==> config.mk <==
export PLATFORM = sky130hd
export DESIGN_NAME = playout_frame_interval_control
export DESIGN_NICKNAME = d
export VERILOG_FILES = /design/src/rtl/pfic_pkg.sv /design/src/rtl/pfic_core.sv /design/src/rtl/playout_frame_interval_control.sv
export SDC_FILE = /design/constraint.sdc
export NUM_CORES = 2
export LEC_CHECK = 0
export BUFFER_PORTS_ARGS = -buffer_cell sky130_fd_sc_hd__buf_2
export CORE_MARGIN = 2
export CORE_UTILIZATION = 25
export CTS_CLUSTER_SIZE = 24
export DETAILED_ROUTE_END_ITERATION = 8
export HOLD_SLACK_MARGIN = 0.06
export PLACE_DENSITY = 0.36
export SLEW_MARGIN = 20
export SYNTH_ARGS = -nofsm -noshare
export SYNTH_HDL_FRONTEND = slang
export SYNTH_SLANG_ARGS = --single-unit
export TNS_END_PERCENT = 10
==> constraint.sdc <==
create_clock -name clk_i -period 8.79 [get_ports clk_i]
set_input_delay 1.3185 -clock clk_i [delete_from_list [all_inputs] [get_ports clk_i]]
set_output_delay 1.3185 -clock clk_i [all_outputs]
set_load 0.005 [all_outputs]
==> src/rtl/pfic_pkg.sv <==
// Shared types and constants for the playout frame interval control block.
// Field widths, configuration register indexes and reset values.
// No dependencies.
`timescale 1ns / 1ps
`default_nettype none

package pfic_pkg;

  // payload field widths
  localparam int unsigned T_W   = 16;  // target time, ms
  localparam int unsigned F_W   = 12;  // buffered frames
  localparam int unsigned L_W   = 11;  // last interval, ms
  localparam int unsigned OUT_W = 11;  // new interval, ms

  // configuration register widths
  localparam int unsigned FPS_W = 7;
  localparam int unsigned WIN_W = 8;
  localparam int unsigned DIV_W = 16;
  localparam int unsigned CAP_W = 8;

  localparam int unsigned CFG_AW = 2;
  localparam int unsigned CFG_DW = 16;

  // configuration reset values
  localparam logic [FPS_W-1:0] FPS_RST = FPS_W'(10);
  localparam logic [WIN_W-1:0] WIN_RST = WIN_W'(2);
  localparam logic [DIV_W-1:0] DIV_RST = DIV_W'(1000);
  localparam logic [CAP_W-1:0] CAP_RST = CAP_W'(10);

  typedef enum logic [CFG_AW-1:0] {
    CFG_FPS     = 2'd0,
    CFG_WINDOW  = 2'd1,
    CFG_DIVISOR = 2'd2,
    CFG_CAP     = 2'd3
  } cfg_idx_e;

  typedef struct packed {
    logic [FPS_W-1:0] fps;
    logic [WIN_W-1:0] window;
    logic [DIV_W-1:0] divisor;
    logic [CAP_W-1:0] cap;
  } cfg_t;

endpackage

`default_nettype wire

==> src/rtl/pfic_core.sv <==
// Pipelined datapath of the playout frame interval control block.
// Window test, band select, step bound divider and final clamp.
// Depends on pfic_pkg.
`timescale 1ns / 1ps
`default_nettype none

module pfic_core (
  input  wire                        clk_i,
  input  wire                        rst_ni,
  input  wire  pfic_pkg::cfg_t       cfg_i,
  input  wire                        in_valid_i,
  output logic                       in_ready_o,
  input  wire  [pfic_pkg::T_W-1:0]   target_time_ms_i,
  input  wire  [pfic_pkg::F_W-1:0]   frames_buffered_i,
  input  wire  [pfic_pkg::L_W-1:0]   last_interval_ms_i,
  output logic                       out_valid_o,
  input  wire                        out_ready_i,
  output logic [pfic_pkg::OUT_W-1:0] interval_ms_o
);
  import pfic_pkg::*;

  localparam int unsigned Q_W    = 9;            // step bound quotient bits (cap is at most 510)
  localparam int unsigned NUM_W  = 19;           // 5*T + divisor - 1
  localparam int unsigned D_W    = 19;           // buffered time and band bounds
  localparam int unsigned NRM_W  = T_W + FPS_W;  // T * fps
  localparam int unsigned F1K_W  = 22;           // F * 1000
  localparam int unsigned W1K_W  = 18;           // window * 1000
  localparam int unsigned CMP_W  = 24;           // window upper bound
  localparam int unsigned DSH_W  = DIV_W + Q_W;  // shifted divisor
  localparam int unsigned BASE_W = 10;           // 1000 / fps
  localparam int unsigned R_W    = 12;           // base plus band offset, signed
  localparam int unsigned DL_W   = 7;            // band offset, signed
  localparam int unsigned X_W    = 13;           // final arithmetic, signed

  localparam int unsigned ST_S1  = 0;
  localparam int unsigned ST_S2  = 1;
  localparam int unsigned ST_DV0 = 2;
  localparam int unsigned NST    = Q_W + 4;
  localparam int unsigned ST_OUT = NST - 1;

  localparam logic signed [DL_W-1:0] DL_P50 = DL_W'(50);
  localparam logic signed [DL_W-1:0] DL_P30 = DL_W'(30);
  localparam logic signed [DL_W-1:0] DL_P5  = DL_W'(5);
  localparam logic signed [DL_W-1:0] DL_M5  = -DL_W'(5);
  localparam logic signed [DL_W-1:0] DL_M10 = -DL_W'(10);
  localparam logic signed [DL_W-1:0] DL_M30 = -DL_W'(30);
  localparam logic signed [DL_W-1:0] DL_M40 = -DL_W'(40);
  localparam logic signed [DL_W-1:0] DL_M50 = -DL_W'(50);

  typedef struct packed {
    logic [L_W-1:0]          l;
    logic                    win;
    logic signed [R_W-1:0]   r0;
    logic                    sat;
    logic [NUM_W-1:0]        rem;
    logic [Q_W-1:0]          q;
  } dv_t;

  // base interval table, one entry per frame rate code
  logic [BASE_W-1:0] base_tbl [2**FPS_W];
  for (genvar g = 0; g < 2**FPS_W; g++) begin : g_base
    localparam int unsigned Val = 1000 / ((g == 0) ? 1 : g);
    assign base_tbl[g] = BASE_W'(Val);
  end

  logic [FPS_W-1:0] fps_eff;
  logic [DIV_W-1:0] div_eff;
  assign fps_eff = (cfg_i.fps == '0) ? FPS_W'(1) : cfg_i.fps;
  assign div_eff = (cfg_i.divisor == '0) ? DIV_W'(1) : cfg_i.divisor;

  // ---------------------------------------------------------------- flow control
  logic [NST-1:0] v_q, v_d, adv;

  always_comb begin
    adv[ST_OUT] = !v_q[ST_OUT] || out_ready_i;
    for (int i = NST - 2; i >= 0; i--) begin
      adv[i] = !v_q[i] || adv[i+1];
    end
    v_d[0] = adv[0] ? in_valid_i : v_q[0];
    for (int i = 1; i < NST; i++) begin
      v_d[i] = adv[i] ? v_q[i-1] : v_q[i];
    end
  end

  always_ff @(posedge clk_i or negedge rst_ni) begin
    if (!rst_ni) begin
      v_q <= '0;
    end else begin
      v_q <= v_d;
    end
  end

  assign in_ready_o  = adv[ST_S1];
  assign out_valid_o = v_q[ST_OUT];

  // ---------------------------------------------------------------- stage 1: capture
  logic [T_W-1:0] t1_q;
  logic [F_W-1:0] f1_q;
  logic [L_W-1:0] l1_q;

  always_ff @(posedge clk_i) begin
    if (adv[ST_S1]) begin
      t1_q <= target_time_ms_i;
      f1_q <= frames_buffered_i;
      l1_q <= last_interval_ms_i;
    end
  end

  // ---------------------------------------------------------------- stage 2: products and bounds
  logic [NRM_W-1:0]  nrm2_q;
  logic [F1K_W-1:0]  f1k2_q;
  logic [W1K_W-1:0]  w1k2_q;
  logic [D_W-1:0]    d2_q;
  logic [NUM_W-1:0]  num2_q;
  logic [BASE_W-1:0] base2_q;
  logic [L_W-1:0]    l2_q;
  logic [D_W-1:0]    b_h_q, b_q3_q, b_tm50_q, b_tm100_q, b_tp100_q;
  logic [D_W-1:0]    b_q5_q, b_q6_q, b_q7_q, b_t2_q;
  logic              tm50_neg_q, tm100_neg_q;

  logic [D_W-1:0] t19;
  assign t19 = D_W'(t1_q);

  always_ff @(posedge clk_i) begin
    if (adv[ST_S2]) begin
      nrm2_q      <= NRM_W'(t1_q) * NRM_W'(fps_eff);
      f1k2_q      <= F1K_W'(f1_q) * F1K_W'(1000);
      w1k2_q      <= W1K_W'(cfg_i.window) * W1K_W'(1000);
      d2_q        <= D_W'(f1_q) * D_W'(100);
      num2_q      <= NUM_W'(20'(t1_q) * 20'd5 + 20'(div_eff) - 20'd1);
      base2_q     <= base_tbl[fps_eff];
      l2_q        <= l1_q;
      b_h_q       <= t19 >> 1;
      b_q3_q      <= (t19 * D_W'(3)) >> 2;
      b_tm50_q    <= t19 - D_W'(50);
      b_tm100_q   <= t19 - D_W'(100);
      tm50_neg_q  <= (t1_q < T_W'(50));
      tm100_neg_q <= (t1_q < T_W'(100));
      b_tp100_q   <= t19 + D_W'(100);
      b_q5_q      <= (t19 * D_W'(5)) >> 2;
      b_q6_q      <= (t19 * D_W'(6)) >> 2;
      b_q7_q      <= (t19 * D_W'(7)) >> 2;
      b_t2_q      <= t19 << 1;
    end
  end

  // ---------------------------------------------------------------- stage 3: window, band, saturation
  logic                   win3;
  logic signed [DL_W-1:0] delta3;
  dv_t                    dv0_d;

  always_comb begin
    win3 = (CMP_W'(f1k2_q) >= CMP_W'(nrm2_q)) &&
           (CMP_W'(f1k2_q) <= CMP_W'(nrm2_q) + CMP_W'(w1k2_q));

    // bands in priority order; a negative edge of the middle bands is open
    if (d2_q <= b_h_q) begin
      delta3 = DL_P50;
    end else if (d2_q <= b_q3_q) begin
      delta3 = DL_P30;
    end else if (tm50_neg_q || d2_q <= b_tm50_q) begin
      delta3 = DL_P5;
    end else if ((tm100_neg_q || d2_q > b_tm100_q) && d2_q <= b_tp100_q) begin
      delta3 = '0;
    end else if (d2_q > b_tp100_q && d2_q <= b_q5_q) begin
      delta3 = DL_M5;
    end else if (d2_q > b_q5_q && d2_q <= b_q6_q) begin
      delta3 = DL_M10;
    end else if (d2_q > b_q6_q && d2_q <= b_q7_q) begin
      delta3 = DL_M30;
    end else if (d2_q > b_q7_q && d2_q <= b_t2_q) begin
      delta3 = DL_M40;
    end else begin
      delta3 = DL_M50;
    end
    if (win3) begin
      delta3 = '0;
    end

    dv0_d.l   = l2_q;
    dv0_d.win = win3;
    dv0_d.r0  = $signed({2'b00, base2_q}) + {{(R_W-DL_W){delta3[DL_W-1]}}, delta3};
    dv0_d.sat = (DSH_W'(num2_q) >= {div_eff, {Q_W{1'b0}}});
    dv0_d.rem = num2_q;
    dv0_d.q   = '0;
  end

  // ---------------------------------------------------------------- divider: one quotient bit per stage
  dv_t dv_q  [Q_W+1];
  dv_t dv_nx [Q_W];

  always_comb begin : p_div
    logic [DSH_W-1:0] dsh;
    dsh = '0;
    for (int j = 0; j < Q_W; j++) begin
      dv_nx[j] = dv_q[j];
      dsh      = DSH_W'(div_eff) << (Q_W - 1 - j);
      if (DSH_W'(dv_q[j].rem) >= dsh) begin
        dv_nx[j].rem            = dv_q[j].rem - NUM_W'(dsh);
        dv_nx[j].q[Q_W - 1 - j] = 1'b1;
      end
    end
  end

  always_ff @(posedge clk_i) begin
    if (adv[ST_DV0]) begin
      dv_q[0] <= dv0_d;
    end
    for (int j = 0; j < Q_W; j++) begin
      if (adv[ST_DV0 + 1 + j]) begin
        dv_q[j+1] <= dv_nx[j];
      end
    end
  end

  // ---------------------------------------------------------------- final: step bound and clamp
  dv_t                   dvf;
  logic [Q_W-1:0]        step_f, cap2;
  logic signed [X_W-1:0] r13, l13, s13, rr;
  logic [OUT_W-1:0]      res_d, out_q;

  assign dvf = dv_q[Q_W];

  always_comb begin
    cap2   = {cfg_i.cap, 1'b0};
    step_f = dvf.sat ? '1 : dvf.q;
    if (step_f > cap2) begin
      step_f = cap2;
    end
    r13 = $signed({dvf.r0[R_W-1], dvf.r0});
    l13 = $signed({2'b00, dvf.l});
    s13 = $signed({4'b0000, step_f});
    rr  = r13;
    if (!dvf.win) begin
      // limit rise, then drop, to one step from the last interval
      if (rr > l13 && rr - l13 > s13) begin
        rr = l13 + s13;
      end
      if (rr < l13 && l13 - rr > s13) begin
        rr = l13 - s13;
      end
    end
    if (rr < 0) begin
      res_d = '0;
    end else if (rr > $signed(X_W'(2047))) begin
      res_d = '1;
    end else begin
      res_d = rr[OUT_W-1:0];
    end
  end

  always_ff @(posedge clk_i) begin
    if (adv[ST_OUT]) begin
      out_q <= res_d;
    end
  end

  assign interval_ms_o = out_q;

  logic in_fire, out_fire;
  assign in_fire  = in_valid_i && in_ready_o;
  assign out_fire = out_valid_o && out_ready_i;

`ifndef ASSERT_OFF
  a_ready_low_only_when_full: assert property (@(posedge clk_i) disable iff (!rst_ni)
    !in_ready_o |-> (out_valid_o && !out_ready_i && (v_q == '1)))
    else $error("input held off while the pipeline has room");

  a_count_up: assert property (@(posedge clk_i) disable iff (!rst_ni)
    (in_fire && !out_fire) |=> ($countones(v_q) == $past($countones(v_q)) + 1))
    else $error("beat lost or duplicated on entry");

  a_count_down: assert property (@(posedge clk_i) disable iff (!rst_ni)
    (!in_fire && out_fire) |=> ($countones(v_q) == $past($countones(v_q)) - 1))
    else $error("beat lost or duplicated on exit");

  a_div_remainder: assert property (@(posedge clk_i) disable iff (!rst_ni)
    (v_q[ST_OUT-1] && !dvf.sat) |-> (dvf.rem < NUM_W'(div_eff)))
    else $error("step divider remainder not below divisor");

  a_rise_bound: assert property (@(posedge clk_i) disable iff (!rst_ni)
    (v_q[ST_OUT-1] && !dvf.win && rr > l13) |-> (rr - l13 <= s13))
    else $error("rise exceeds step bound");
`endif

endmodule

`default_nettype wire

==> src/rtl/playout_frame_interval_control.sv <==
// Playout frame interval control: one new playout interval per input beat.
// The datapath is 13 register stages deep: capture, products, band select, the divider
// and the output register. A new item is taken every cycle while results keep draining.
// The step bound divider resolves one quotient bit per stage over nine stages.
// Output stalls back up through the stages; bubbles close up.
// Configuration registers (frame rate, window, step divisor, step cap) are written
// through a plain write port and should only change while no beat is in flight.
// Depends on pfic_pkg and pfic_core.
`timescale 1ns / 1ps
`default_nettype none

module playout_frame_interval_control (
  input  wire                         clk_i,
  input  wire                         rst_ni,
  input  wire                         cfg_we_i,
  input  wire  [pfic_pkg::CFG_AW-1:0] cfg_addr_i,
  input  wire  [pfic_pkg::CFG_DW-1:0] cfg_wdata_i,
  input  wire                         in_valid_i,
  output logic                        in_ready_o,
  input  wire  [pfic_pkg::T_W-1:0]    target_time_ms_i,
  input  wire  [pfic_pkg::F_W-1:0]    frames_buffered_i,
  input  wire  [pfic_pkg::L_W-1:0]    last_interval_ms_i,
  output logic                        out_valid_o,
  input  wire                         out_ready_i,
  output logic [pfic_pkg::OUT_W-1:0]  interval_ms_o
);
  import pfic_pkg::*;

  cfg_t cfg_q;

  always_ff @(posedge clk_i or negedge rst_ni) begin
    if (!rst_ni) begin
      cfg_q.fps     <= FPS_RST;
      cfg_q.window  <= WIN_RST;
      cfg_q.divisor <= DIV_RST;
      cfg_q.cap     <= CAP_RST;
    end else if (cfg_we_i) begin
      case (cfg_idx_e'(cfg_addr_i))
        CFG_FPS:     cfg_q.fps     <= cfg_wdata_i[FPS_W-1:0];
        CFG_WINDOW:  cfg_q.window  <= cfg_wdata_i[WIN_W-1:0];
        CFG_DIVISOR: cfg_q.divisor <= cfg_wdata_i[DIV_W-1:0];
        CFG_CAP:     cfg_q.cap     <= cfg_wdata_i[CAP_W-1:0];
        default: ;
      endcase
    end
  end

  pfic_core u_core (
    .clk_i              (clk_i),
    .rst_ni             (rst_ni),
    .cfg_i              (cfg_q),
    .in_valid_i         (in_valid_i),
    .in_ready_o         (in_ready_o),
    .target_time_ms_i   (target_time_ms_i),
    .frames_buffered_i  (frames_buffered_i),
    .last_interval_ms_i (last_interval_ms_i),
    .out_valid_o        (out_valid_o),
    .out_ready_i        (out_ready_i),
    .interval_ms_o      (interval_ms_o)
  );

endmodule

`default_nettype wire

# Yosys cells after proc, flatten, opt, wreduce, memory -nomap -nowiden

Memory sizes are Yosys's and may differ from the RTL's. A register that Yosys moved wholly into a read port is not among the register bits.
Index checks and enable logic that the tools add are counted.

Flip-flop bits (word level): 364
RAM bits: 530
Bits in read-only memories: 1,280
Word-level logic and storage cells: 205
Memories kept: 2

Add/subtract/negate cells: 20
Multiply operators: 9
Order comparisons: 34
Equal/unequal tests: 3
Multiplexer cells: 55
Bitwise logic cells: 1
Reductions and logical operators: 43

Memory list:

| memory          | depth | width | rd ports | clocked after Yosys merged registers in | wr ports | line             | source |
|---|---|---|---|---|---|---|---|
| (no name shown) | 128   | 10    | 1        | 1                                       | 0        | pfic_core.sv:131 | `base2_q <= base_tbl[fps_eff];` |
| u_core.dv_q     | 10    | 53    | 10       | 0                                       | 10       | pfic_core.sv:189 | `dv_t dv_q [Q_W+1];` |

Operators with widths:

| operator                                           | number |
|---|---|
| 2-to-1 mux 19 bit                                  | 8 |
| subtractor 19 bit                                  | 6 |
| less-or-equal comparator 19 x 17 -> 1 bit          | 5 |
| 2-to-1 mux 7 bit                                   | 9 |
| greater-than comparator 19 x 17 -> 1 bit           | 3 |
| multiplier 16 x 3 -> 19 bit, second input constant | 3 |
| 2-to-1 mux 13 bit                                  | 4 |
| greater-than comparator 19 bit                     | 2 |
| less-or-equal comparator 19 bit                    | 2 |
| multiplier 16 x 2 -> 18 bit, second input constant | 2 |
| 2-to-1 mux 1 bit                                   | 28 |
| greater-than comparator 13 x 10 -> 1 bit           | 2 |
| greater-or-equal comparator 19 x 25 -> 1 bit       | 1 |
| adder 23 x 18 -> 24 bit                            | 1 |
| greater-or-equal comparator 19 x 24 -> 1 bit       | 1 |
| less-or-equal comparator 22 x 24 -> 1 bit          | 1 |
| greater-or-equal comparator 19 x 23 -> 1 bit       | 1 |
| greater-or-equal comparator 22 x 23 -> 1 bit       | 1 |
| multiplier 16 x 7 -> 23 bit                        | 1 |
| greater-or-equal comparator 19 x 22 -> 1 bit       | 1 |
| greater-or-equal comparator 19 x 21 -> 1 bit       | 1 |
| greater-or-equal comparator 19 x 20 -> 1 bit       | 1 |
| 2-to-1 mux 20 bit                                  | 1 |
| adder 19 x 16 -> 19 bit                            | 1 |
| other kinds (41)                                   | 79 |

# Depth between registers and ports, before layout

An unclocked memory read counts as a cell.

Depth in word-level cells: 15
Depth in mapped cells: 41
Mapped depth without buffers: 37

# Modules after synthesis

A second synthesis with hierarchy kept.

Cells, all modules: 4,520
Area, all modules: 52,930.8 sq um

Modules (own cells, without submodules):

| module                         | instances | cells an instance | area an instance (sq um) |
|---|---|---|---|
| pfic_core                      | 1         | 4,437             | 51,428.1 |
| playout_frame_interval_control | 1         | 83                | 1,502.7 |

# Worst setup path after synthesis

Ideal clock, no wire load.

Kind: input to register
From: input out_ready_i
To: register u_core.b_h_q[10] (enable)
Library setup time: 0.578 ns
Arrival: 8.558 ns
Setup slack: -0.346 ns
Stages: 9
Path buffers: 0
Cell sequence: nor2b_1 > nand2_1 > nor2_1 > and2_1 > and3_1 > and2_1 > nand3_1 > nor2_1 > inv_1

Longest elaborated chain between the ends: 12

Ends and longest elaborated chain:

| element                       | line                                 | source |
|---|---|---|
| start, declared               | playout_frame_interval_control.sv:24 | `input wire out_ready_i,` |
| logical OR 1 bit              | pfic_core.sv:75                      | `adv[ST_OUT] = !v_q[ST_OUT] \|\| out_ready_i;` |
| logical OR 1 bit              | pfic_core.sv:77                      | `adv[i] = !v_q[i] \|\| adv[i+1];` |
| named net u_core.adv[11]      | pfic_core.sv:72                      | `logic [NST-1:0] v_q, v_d, adv;` |
| logical OR 1 bit (9 in a row) | pfic_core.sv:77                      |  |
| named net u_core.adv[2]       | pfic_core.sv:72                      |  |
| logical OR 1 bit              | pfic_core.sv:77                      |  |
| named net u_core.adv[1]       | pfic_core.sv:72                      |  |
| end signal, assigned          | pfic_core.sv:133                     | `b_h_q <= t19 >> 1;` |
| end, declared                 | pfic_core.sv:117                     | `logic [D_W-1:0] b_h_q, b_q3_q, b_tm50_q, b_tm100_q, b_tp100_q;` |

The timed path passes the listed nets, and every way through them passes these cells.
A chain may end at the register's enable or synchronous reset.

==> impl_metrics.tcl <==
set metrics [dict create \
    outcome "finished clean" \
    ir_drop_uv 186 \
    htree_levels 3 \
    wl_mm 146 \
    path_buf_inv 3 \
    fill_cells 21700 \
    synth_cell_types 106 \
    syn_nets 5420 \
    ys_ff_latch 794 \
    powerDensity_nw_per_um2 390 \
    skew_ns 0.0462 \
    grt_pass1_wl_mm 223 \
    tritoncts "yes" \
    p_leak_nw 25.5 \
    start_kind "flip-flop" \
    final-hold-violation-count 0 \
    cts.sinks 794 \
    whs_ns 0.390 \
    path_class "flip-flop to flip-flop" \
    dpl.hpwl_mm 112 \
    final_common_cell "edfxtp_1" \
    ys_top_cells_by_area "edfxtp_1 (42%), ha_1 (16%), fa_1 (7.5%)" \
    critPathTopFamily "compound AO/OA/AOI/OAI gates" \
    final_area_um2 60300 \
    critPathRequiredTime_ns 9.25 \
    clock.fmax_mhz 121 \
    synth_cells 4492 \
    grt_max_degree 77 \
    drt_first_pass_iters 5 \
    cts_hold_buf 0 \
    ys.flop_type "edfxtp_1" \
    grt-ovfl-total 0 \
    grt_pass1_vias 35900 \
    io_pins 75 \
    async_flop_share_pct 6.55 \
    relSlewSlack_pct 26.4 \
    vias 34000 \
    route.detailed.drc 0 \
    maxCapViolCount 0 \
    final_cell_mix "edfxtp_1 (742), ha_1 (669), inv_1 (457), nor2_1 (289), a21oi_1 (251)" \
    yosysWarningCount 0 \
    drive_above_1_share_pct 10.7 \
    slowest_stage "mux2i_1" \
    routabilityCongestion 0.817 \
    synth_area_leader_cell "edfxtp_1" \
    arrival_ns 8.74 \
    path_clk_slew_ns 0.06 \
    period_needed_ns 8.28 \
    syn_area_um2 52700 \
    drtIter0Drc 1872 \
    p_total_mw 23.5 \
    routed_via_density 4.50 \
    worstPathMaxFanout 14 \
    crit_top_cell "o21a_1" \
    port_buffers 74 \
    die_h_um 463 \
    yosysTopAreaCellShare_pct 42.3 \
    nets 5593 \
    tns_ns 0 \
    finalMaxSlewViolations 0 \
    synth_edf_count 742 \
    numCtsBuffers 99 \
    grt_setup_unrepaired "no" \
    routedWlPerCell_um 19.4 \
    clkLatencyLatePin_ns 0.73 \
    root_buffer "clkbuf_16" \
    worstMarginPinSlew_ns 1.10 \
    dieWidth_um 463 \
    cts_max_path_buffers 3 \
    syn_to_final_growth_pct 14.5 \
    slowest_delay_ns 0.46 \
    hp-class "input pin to async pin" \
    core_area_um2 210000 \
    yosysSeqAreaShare_pct 44.8 \
    avgSynthCellArea_um2 11.7 \
    drtAntennaViolNets 0 \
    rows 168 \
    grt_use_total_pct 13.7 \
    die_area_um2 214000 \
    place_area_um2 56800 \
    start_util_pct 25.1 \
    setup_viol 0 \
    post-route-period-util_pct 94.3 \
    worstSetupEndpointType "flip-flop" \
    antenna_found_initial 11 \
]
[per-layer routing]
metal | vias to the layer above | wire (µm) | global-route usage [%]
met2 | 483 | 71300 | 23.5
li1 | 16700 | - | -
met4 | 0 | 4620 | 4.31
met3 | 214 | 4840 | 1.95
met5 | - | 0 | 0
met1 | 16600 | 65600 | 17.6
[cell usage after synthesis (32+ instances only)]
cell / count
edfxtp_1: 742
ha_1: 669
inv_1: 463
nor2_1: 289
a21oi_1: 253
nand2_1: 245
xnor2_1: 219
fa_1: 197
o21ai_0: 129
mux2_2: 102
nor3_1: 90
nand3_1: 83
a21o_1: 82
xor2_1: 65
nand4_1: 64
o21a_1: 57
nor2b_1: 55
clkbuf_1: 54
dfrtp_1: 41
nand2b_1: 40
mux2i_1: 35
or3_1: 32
[path summary, 6_finish.rpt]
kind,startpoint,endpoint,slack [ns],depth (start not counted)
worst max-delay path,u_core.dv_q[9][28],u_core.interval_ms_o[1],0.51,34
max in group asynchronous,rst_ni,cfg_q[9],7.39,2
worst min-delay path,rst_ni,cfg_q[22],0.39,1
worst max register to register,u_core.dv_q[9][28],u_core.interval_ms_o[1],0.51,34
worst min register to register,u_core.dv_q[5][36],u_core.dv_q[6][36],0.40,0
min in group clk_i,u_core.dv_q[5][36],u_core.dv_q[6][36],0.40,0
[report_power, final]
| part | leakage [nW] | switching [mW] | total, mW | internal (mW) |
|---|---|---|---|---|
| clock network | 1.69 | 1.78 | 4.37 | 2.59 |
| logic | 15.3 | 6.78 | 12.1 | 5.32 |
| registers | 8.46 | 0.879 | 7.02 | 6.14 |
| total | 25.5 | 9.44 | 23.5 | 14.1 |
[area by class of cell]
type | count | area, µm² | share of cell area (%)
Clock inverter | 68 | 831 | 1.38
Inverter | 471 | 1770 | 2.94
Sequential cell | 794 | 23600 | 39.1
Clock buffer | 117 | 2650 | 4.39
Antenna cell | 3 | 7.51 | 0.0124
Tap cell | 2805 | 3510 | 5.82
Multi-Input combinational cell | 3154 | 27000 | 44.8
Timing Repair Buffer | 145 | 918 | 1.52
[metrics by stage]
| step | setup WS, ns | util (%) | cells |
|---|---|---|---|
| floorplan | 0.0753 | - | 4492 |
| global placement | 0.341 | 27.1 | 7367 |
| detailed placement | 0.243 | 27.1 | 7367 |
| CTS | 0.196 | 28.8 | 7552 |
| global route | 0.0404 | 28.8 | 7555 |
| finish | 0.505 | 28.8 | 7557 |
[worst register-to-register path, delay by kind of cell, from the launching register on]
family,cells,cell delay [ns]
xor+xnor,1,0.16
fa+ha+maj,4,1.27
mux,2,0.74
compound gates,18,3.82
buf+inv,3,0.61
flops,1,0.37
simple gates,6,1.06
[registers in the layout, indices dropped and copies added (netlist names), 11 cells and up]
register / count
u_core.b_tm50_q: 16
u_core.b_tm100_q: 17
u_core.l2_q: 11
u_core.v_q: 13
u_core.w1k2_q: 15
u_core.d2_q: 15
u_core.interval_ms_o: 11
u_core.f1_q: 12
u_core.b_tp100_q: 14
u_core.num2_q: 19
u_core.t1_q: 16
u_core.b_q5_q: 17
u_core.b_q7_q: 17
u_core.dv_q: 466
u_core.f1k2_q: 19
cfg_q: 39
u_core.l1_q: 11
u_core.b_h_q: 14
u_core.b_q6_q: 17
u_core.nrm2_q: 23
[what timing repair did]
item | in CTS | in global routing
endpoints found under the setup margin | 0 | 11
gates resized for setup | 0 | 5
setup buffers | 0 | 2
[cells by family (layout without fill, tap and decap cells)]
kind of cell | after synthesis | after routing | synth area share [%]
AO/OA/AOI/OAI | 825 | 825 | 10.5
XOR/XNOR | 284 | 284 | 4.72
adder cells (fa/ha/maj) | 866 | 866 | 23.4
buffers and inverters | 544 | 801 | 3.98
flip-flops | 794 | 794 | 44.8
multiplexers | 153 | 153 | 3.19
other | 0 | 3 | 0
AND/OR/NAND/NOR | 1026 | 1026 | 9.46
Note: power is estimated with default switching activity, not from simulation.
